--- config.mk ---
export PLATFORM = sky130hd
export DESIGN_NAME = paqi_seg
export DESIGN_NICKNAME = d
export VERILOG_FILES = /design/src/rtl/paqi_pkg.sv /design/src/rtl/paqi_seg.sv
export SDC_FILE = /design/constraint.sdc
export NUM_CORES = 1
export LEC_CHECK = 0
export BUFFER_PORTS_ARGS = -buffer_cell sky130_fd_sc_hd__buf_4
export CAP_MARGIN = 15
export CORE_ASPECT_RATIO = 1.75
export CORE_MARGIN = 8
export CORE_UTILIZATION = 40
export CTS_CLUSTER_DIAMETER = 40
export CTS_CLUSTER_SIZE = 12
export DETAILED_ROUTE_END_ITERATION = 8
export RECOVER_POWER = 100
export SYNTH_ARGS = -nofsm -noshare
export SYNTH_HDL_FRONTEND = slang
export SYNTH_SLANG_ARGS = --single-unit
--- constraint.sdc ---
create_clock -name clock -period 7.8 [get_ports clock]
set_input_delay 0.39 -clock clock [delete_from_list [all_inputs] [get_ports clock]]
set_output_delay 0.39 -clock clock [all_outputs]
set_load 0.02 [all_outputs]
--- src/rtl/paqi_pkg.sv ---
package paqi_pkg;

   localparam int unsigned ConcW    = 16;
   localparam int unsigned KindW    = 2;
   localparam int unsigned AqiW     = 9;
   localparam int unsigned C10W     = 13;  // concentration in tenths, 0..6040
   localparam int unsigned DiffW    = 12;  // offset into a segment, 0..2499
   localparam int unsigned DihW     = 8;   // index span of a segment, 0..199
   localparam int unsigned NumW     = 20;  // 2*num + den < 2^20
   localparam int unsigned RcpW     = 26;
   localparam int unsigned RcpShift = 33;  // exact floor division for n < 2^20, d < 2^13
   localparam int unsigned ProdW    = NumW + RcpW;
   localparam int unsigned QW       = 8;   // quotient never exceeds the index span
   localparam int unsigned SegIdxW  = 3;
   localparam int unsigned NumSeg   = 8;

   localparam logic [KindW-1:0] KindPm1  = 2'd0;
   localparam logic [KindW-1:0] KindPm25 = 2'd1;
   localparam logic [KindW-1:0] KindPm10 = 2'd2;

   localparam logic [ConcW-1:0] MaxConc = 16'd604;

   typedef struct packed {
      logic [C10W-1:0]  lo;
      logic [C10W-1:0]  hi;
      logic [AqiW-1:0]  ilo;
      logic [DihW-1:0]  dih;
      logic [DiffW-1:0] den;
      logic [RcpW-1:0]  rcp;  // ceil(2^RcpShift / (2*den))
   } seg_const_type;

   typedef struct packed {
      logic                ok;
      logic                pm10;
      logic [SegIdxW-1:0]  idx;
   } seg_ctl_type;

   // unused slots never match: lo above hi
   localparam seg_const_type SegPad = '{13'h1FFF, 13'd0, 9'd0, 8'd0, 12'd1, 26'd0};

   localparam seg_const_type Pm25Tab [NumSeg] = '{
      '{13'd0,    13'd120,  9'd0,   8'd50,  12'd120,
        26'(((64'd1 << RcpShift) + 64'd239)  / 64'd240)},
      '{13'd121,  13'd354,  9'd51,  8'd49,  12'd233,
        26'(((64'd1 << RcpShift) + 64'd465)  / 64'd466)},
      '{13'd355,  13'd554,  9'd101, 8'd49,  12'd199,
        26'(((64'd1 << RcpShift) + 64'd397)  / 64'd398)},
      '{13'd555,  13'd1504, 9'd151, 8'd49,  12'd949,
        26'(((64'd1 << RcpShift) + 64'd1897) / 64'd1898)},
      '{13'd1505, 13'd2504, 9'd201, 8'd99,  12'd999,
        26'(((64'd1 << RcpShift) + 64'd1997) / 64'd1998)},
      '{13'd2505, 13'd5004, 9'd301, 8'd199, 12'd2499,
        26'(((64'd1 << RcpShift) + 64'd4997) / 64'd4998)},
      SegPad,
      SegPad
   };

   localparam seg_const_type Pm10Tab [NumSeg] = '{
      '{13'd0,    13'd540,  9'd0,   8'd50, 12'd540,
        26'(((64'd1 << RcpShift) + 64'd1079) / 64'd1080)},
      '{13'd550,  13'd1540, 9'd51,  8'd49, 12'd990,
        26'(((64'd1 << RcpShift) + 64'd1979) / 64'd1980)},
      '{13'd1550, 13'd2540, 9'd101, 8'd49, 12'd990,
        26'(((64'd1 << RcpShift) + 64'd1979) / 64'd1980)},
      '{13'd2550, 13'd3540, 9'd151, 8'd49, 12'd990,
        26'(((64'd1 << RcpShift) + 64'd1979) / 64'd1980)},
      '{13'd3550, 13'd4240, 9'd201, 8'd99, 12'd690,
        26'(((64'd1 << RcpShift) + 64'd1379) / 64'd1380)},
      '{13'd4250, 13'd5040, 9'd301, 8'd99, 12'd790,
        26'(((64'd1 << RcpShift) + 64'd1579) / 64'd1580)},
      '{13'd5050, 13'd6040, 9'd401, 8'd99, 12'd990,
        26'(((64'd1 << RcpShift) + 64'd1979) / 64'd1980)},
      SegPad
   };

   function automatic seg_const_type seg_get(input logic pm10,
                                             input logic [SegIdxW-1:0] idx);
      return pm10 ? Pm10Tab[idx] : Pm25Tab[idx];
   endfunction

endpackage

--- src/rtl/paqi_seg.sv ---
module paqi_seg
   import paqi_pkg::*;
(
   input  logic               clock,
   input  logic               reset,
   input  logic               req_take,
   input  logic [ConcW-1:0]   req_concentration,
   input  logic [KindW-1:0]   req_kind,
   output logic               seg_vld,
   output seg_ctl_type        seg_ctl,
   output logic [DiffW-1:0]   seg_diff
);

   // stage 1: range check and scale by ten
   logic              v1_ff, v1_in;
   logic              ok1_ff, ok1_in;
   logic              pm10_1_ff, pm10_1_in;
   logic [C10W-1:0]   c10_1_ff, c10_1_in;

   // stage 2: segment select
   logic              v2_ff, v2_in;
   seg_ctl_type       ctl2_ff, ctl2_in;
   logic [DiffW-1:0]  diff2_ff, diff2_in;

   logic [NumSeg-1:0]  hit;
   logic [SegIdxW-1:0] pick;
   seg_const_type      sel;
   logic [13:0]        c_ext;

   always_comb begin
      c_ext     = {4'd0, req_concentration[9:0]};
      v1_in     = req_take;
      ok1_in    = (req_kind == KindPm1 || req_kind == KindPm25 || req_kind == KindPm10)
                  && (req_concentration <= MaxConc);
      pm10_1_in = (req_kind == KindPm10);
      c10_1_in  = C10W'((c_ext << 3) + (c_ext << 1));
   end

   always_comb begin
      for (int i = 0; i < NumSeg; i++) begin
         hit[i] = (c10_1_ff >= seg_get(pm10_1_ff, SegIdxW'(i)).lo)
               && (c10_1_ff <= seg_get(pm10_1_ff, SegIdxW'(i)).hi);
      end
      // first matching segment wins
      pick = '0;
      for (int i = NumSeg - 1; i >= 0; i--) begin
         if (hit[i]) begin
            pick = SegIdxW'(i);
         end
      end
      sel          = seg_get(pm10_1_ff, pick);
      v2_in        = v1_ff;
      ctl2_in.ok   = ok1_ff && (|hit);
      ctl2_in.pm10 = pm10_1_ff;
      ctl2_in.idx  = pick;
      diff2_in     = DiffW'(c10_1_ff - sel.lo);
   end

   always_ff @(posedge clock) begin
      if (reset) begin
         v1_ff <= 1'b0;
         v2_ff <= 1'b0;
      end else begin
         v1_ff <= v1_in;
         v2_ff <= v2_in;
      end
   end

   always_ff @(posedge clock) begin
      ok1_ff    <= ok1_in;
      pm10_1_ff <= pm10_1_in;
      c10_1_ff  <= c10_1_in;
      ctl2_ff   <= ctl2_in;
      diff2_ff  <= diff2_in;
   end

   assign seg_vld  = v2_ff;
   assign seg_ctl  = ctl2_ff;
   assign seg_diff = diff2_ff;

endmodule

# [Word-level counts from Yosys, hierarchy flattened]
# Memories as Yosys holds them, arrays and structs flattened.
# Cells that the tools add are included.
[op_classes] n_addsub=2 magnitude_cmp=18 n_eq_ne=2 n_mux=20 bitwise_logic=1 reduce_logical=14
[ops] operator="two-way mux 80 bit" n=8
[ops] operator="two-way mux 81 bit" n=1
[ops] operator="two-way mux 79 bit" n=1
[ops] operator="<= comparator 13 bit" n=6
[ops] operator="two-way mux 78 bit" n=1
[ops] operator="two-way mux 65 bit" n=1
[ops] operator="greater-or-equal comparator 13 x 12 -> 1 bit" n=2
[ops] operator="greater-or-equal comparator 13 bit" n=2
[ops] operator="two-way mux 3 bit" n=8
[ops] operator="<= comparator 16 x 10 -> 1 bit, second input constant" n=1
[ops] operator="adder 13 x 11 -> 13 bit" n=1
[ops] operator="greater-or-equal comparator 13 x 1 -> 1 bit, second input constant" n=1
[ops] operator="greater-or-equal comparator 13 x 10 -> 1 bit" n=1
[ops] operator="greater-or-equal comparator 13 x 11 -> 1 bit" n=1
[ops] operator="greater-or-equal comparator 13 bit, second input constant" n=1
[ops] operator="<= comparator 13 x 1 -> 1 bit, second input constant" n=1
[ops] operator="<= comparator 13 x 10 -> 1 bit" n=1
[ops] operator="subtractor 12 bit" n=1
[ops] operator="logical AND 1 bit" n=10
[ops] operator="OR reduction 8 bit" n=1
[ops] operator="greater-or-equal comparator 4 bit, second input constant" n=1
[ops] operator="NOT 3 -> 4 bit" n=1
[ops] operator="== test 2 x 1 -> 1 bit, second input constant" n=1
[ops] operator="== test 2 bit, second input constant" n=1
[ops] operator="2 further kinds" n=3
[word_totals] ff_bits=34 mem_bits_ro=1296 n_memories=2
[memory_table] name="(no name shown)" depth=8 width=81 rd=1 rd_clocked_by_memory_dff=0 write_ports=0 line_no="paqi_pkg.sv:78" source="return pm10 ? Pm10Tab[idx] : Pm25Tab[idx];"
[memory_table] name="(no name shown)" depth=8 width=81 rd=1 rd_clocked_by_memory_dff=0 write_ports=0 line_no="paqi_pkg.sv:78"

# [Depth between registers and ports, before layout]
[depth] ltp_word=16 ltp_mapped=28 ltp_nobuf=26

# [Worst setup path before layout]
# Ideal clock, no wire load.
[synth_timing] path_type="register to register" startpoint="register pm10_1_ff" endpoint="register diff2_ff[10] (netlist: seg_diff[10])" setup_ns=0.072 arrival_time_ns=5.735 slack_ns=1.992 path_stages_with_launch=25 path_cell_list="dfxtp_1 -> clkbuf_1 -> inv_1 -> ha_1 -> nor4_1 -> nand4_1 -> or2_2 -> o2bb2ai_1 -> or2_2 -> a21boi_0 -> inv_1 -> ha_1 -> a21oi_1 -> a21oi_1 -> ha_1 -> nor2b_1 -> o21ai_0 -> a21boi_0 -> o21ai_0 -> a21boi_0 -> o21ai_0 -> nand2b_1 -> a21o_1 -> a21oi_1 -> xnor2_1"
[synth_lines] element="from (decl)" line_no="paqi_seg.sv:17" source="logic pm10_1_ff, pm10_1_in;"
[synth_lines] element="from (signal assigned)" line_no="paqi_seg.sv:71" source="pm10_1_ff <= pm10_1_in;"
[synth_lines] element="to (signal assigned)" line_no="paqi_seg.sv:74" source="diff2_ff <= diff2_in;"
[synth_lines] element="to (decl)" line_no="paqi_seg.sv:23" source="logic [DiffW-1:0] diff2_ff, diff2_in;"

==> impl_metrics.py <==
metrics = {
    "clock_network": {
        "cts_tree": "done",
        "cts.sinks": 33,
        "clock_path_buffers": 2,
        "post_cts_buffers": 0,
        "cts_hold_buffers": 0,
        "cts_resized": 0,
        "cts.clk_slew.worst_paths_ns": 0.06,
        "root_buffer": "clkbuf_16",
        "cts_inserted_buffers": 5,
        "clock_latency_ns": 0.29,
        "htree_levels": 2,
    },
    "logic_synthesis": {
        "synth_cell_types": 68,
        "synth.yosys.seq_area_share": 0.207,
        "ys_warn_count": 0,
        "syn_area_um2": 3190,
        "yosys-top-cells-count": "50 x ha_1, 33 x a21oi_1, 33 x dfxtp_1",
        "synth_cells": 386,
        "synth_most_common_cell": "ha_1",
        "ys_seq_elements": 33,
        "netlist.area_leader.share": 0.207,
        "synth_ff_type": "dfxtp_1",
        "synth_area_leaders": "dfxtp_1 21%, ha_1 20%, a21oi_1 5.2%",
        "synth.net_count": 459,
        "synth_edf_count": 0,
        "yosysTopAreaCell": "dfxtp_1",
        "synthArstFlopShare": 0,
        "syn_avg_cell_area_um2": 8.25,
    },
    "power_and_ir_drop": {
        "swShare": 0.450,
        "power.density_nw_per_um2": 332,
        "switchingPower_uw": 541,
        "ir_worst_vdd_v": 0.000132,
        "intPower_uw": 662,
        "p_leak_uw": 0.00156,
        "p_seq_frac": 0.225,
        "p_clk_frac": 0.199,
        "share_comb_of_total_power": 0.577,
    },
    "worst_setup_path": {
        "worst-endpoint-required_ns": 8.02,
        "critPathLaunchType": "flip-flop",
        "crit_arrival_ns": 6.90,
        "critPathMaxStageDelay_ns": 0.65,
        "worst-setup-path-type": "reg -> reg",
        "critPathMaxFanout": 14,
        "end_kind": "flip-flop",
        "reg2reg_slack_ns": 1.12,
        "cp_slowest_cell": "clkbuf_1",
    },
    "timing": {
        "worst_slew_pin_slew_ns": 0.930,
        "hold_violations": 0,
        "min_period_ns": 6.68,
        "skew_ns": 0.00609,
        "maxClockFrequency_ghz": 0.150,
        "rsz0062_at_grt": "false",
        "maxSlewHeadroom": 0.376,
        "slew_violations": 0,
        "finalSetupViolCount": 0,
        "period_share": 0.857,
        "fin_tns_setup_ns": 0,
        "fin_ws_ns": 1.12,
    },
    "global_route": {
        "overflow": 0,
        "grt_util_all_layers": 0.171,
        "antenna_found_initial": 0,
        "grt_pass1_wl_um": 15200,
        "grt_pass1_vias": 3081,
        "grt_max_degree": 34,
    },
    "route": {
        "met2_length_um": 5240,
        "wl_met3_um": 336,
        "dr.pass1.iters": 5,
        "drt-initial-drc-count": 103,
        "wl_met1_um": 3340,
        "routed_wl_um": 9530,
        "routed.top_layer": "met4",
        "vias": 3049,
        "ant_nets": 0,
        "wl_per_cell_um": 18.6,
        "viasPerCell": 5.94,
        "remaining_drc_errors": 0,
    },
    "placed_design": {
        "routabilityCongestion": 0.995,
        "pre_cts_slack_ns": 1.75,
        "dp_hpwl_um": 7510,
        "place.port_buffers": 38,
    },
    "finish": {
        "area_growth_pct": 13.8,
        "n_fill_cell": 811,
        "antennaDiodeCount": 0,
        "num-nets-final": 495,
        "drive_gt1_frac": 0.0898,
    },
    "outcome": {
        "outcome": "complete, no violations",
    },
    "floorplanning": {
        "io_pins": 39,
        "initial_utilization": 0.406,
        "die_w_um": 83.5,
        "fp.dieArea_um2": 11200,
        "rows": 43,
        "die_height_um": 134,
        "core_um2": 7860,
    },
    "hold_path": {
        "hp-class": "in -> reg",
    },
    "run": {
        "max-cap-violations": 0,
    },
}
## area by class of cell
cell class | count | area (µm²) | share of cell area
clock buffers | 6 | 139 | 0.0383
clock inverters | 2 | 37.5 | 0.0104
repair buffers | 42 | 233 | 0.0642
multi-input cells | 312 | 2340 | 0.645
flip-flops and latches | 33 | 661 | 0.182
well taps | 90 | 113 | 0.0311
inverters | 28 | 105 | 0.0290
## power by group through the flow
stage | Sequential, µW | Clock [µW] | Combinational (µW)
3_3_place_gp | 274 | 0 | 726
3_5_place_dp | 274 | 0 | 732
6_report | 270 | 239 | 694
4_1_cts | 271 | 242 | 734
2_1_floorplan | 308 | 0 | 488
5_1_grt | 276 | 252 | 777
## sequential cells by signal, summed over array words and instances (netlist names)
name	cells
c10_1_ff	12
seg_diff	12
seg_ctl	5
ok1_ff	1
pm10_1_ff	1
seg_vld	1
v1_ff	1
## cells in the final DEF (no fill, tap or decap), drive strengths merged, types with 4 or more instances in the layout
master	netlist	routed
a21oi	34	34
a211oi	4	4
nand4	5	5
dfxtp	33	33
or2	4	4
nor4b	5	5
clkbuf	6	29
ha	50	50
o31ai	4	4
o21bai	7	7
inv	28	28
nor2	26	26
nor3	7	7
nor2b	15	15
a21o	10	10
xor2	5	5
nand3	6	6
nand2b	10	10
o21ai	21	21
xnor2	12	12
nor4	8	8
buf	7	19
a21boi	5	5
nand2	22	22
## worst max-delay path, delay by kind of cell (launching register included)
kind,cells,cell delay (ns)
AO/OA/AOI/OAI,11,2.16
AND/OR/NAND/NOR,7,1.78
buffers and inverters,5,1.15
adder cells (fa/ha/maj),3,1.07
flip-flops,1,0.31
XOR/XNOR,1,0.13
## kinds of logic after synthesis
family | synth area share
AOI/OAI and AO/OA | 0.249
xor gates and xnor gates | 0.0467
adders and majority gates | 0.209
buffers and inverters | 0.0558
DFF | 0.207
muxes | 0.00943
and+or+nand+nor | 0.222
## path summary, 6_finish.rpt
path                        startpoint              endpoint  cells after the start
hold / removal    req_concentration[0]   c10_1_ff[1]$_DFF_P_                      1
setup / recovery     pm10_1_ff$_DFF_P_  seg_diff[10]$_DFF_P_                     27
setup reg to reg     pm10_1_ff$_DFF_P_  seg_diff[10]$_DFF_P_                     27
hold reg to reg       v1_ff$_SDFF_PP0_    seg_vld$_SDFF_PP0_                      1
## through the flow
step / cells / util / power [µW] / hold slack, ns / area (µm²)
after floorplan: 386 / - / 796 / 0.394 / 3190
after global placement: 505 / 0.451 / 1000 / 0.419 / 3540
after detailed placement: 505 / 0.451 / 1010 / 0.432 / 3540
after CTS: 513 / 0.473 / 1250 / 0.220 / 3720
after global routing: 513 / 0.462 / 1300 / 0.255 / 3630
final: 513 / 0.462 / 1200 / 0.259 / 3630
## metal layers
metal | track usage | up-vias
met5 | 0 | -
met4 | 0.129 | 0
met3 | 0.0304 | 41
met2 | 0.323 | 92
met1 | 0.157 | 1428
li1 | - | 1488
Power figures use the tool's default switching activity.
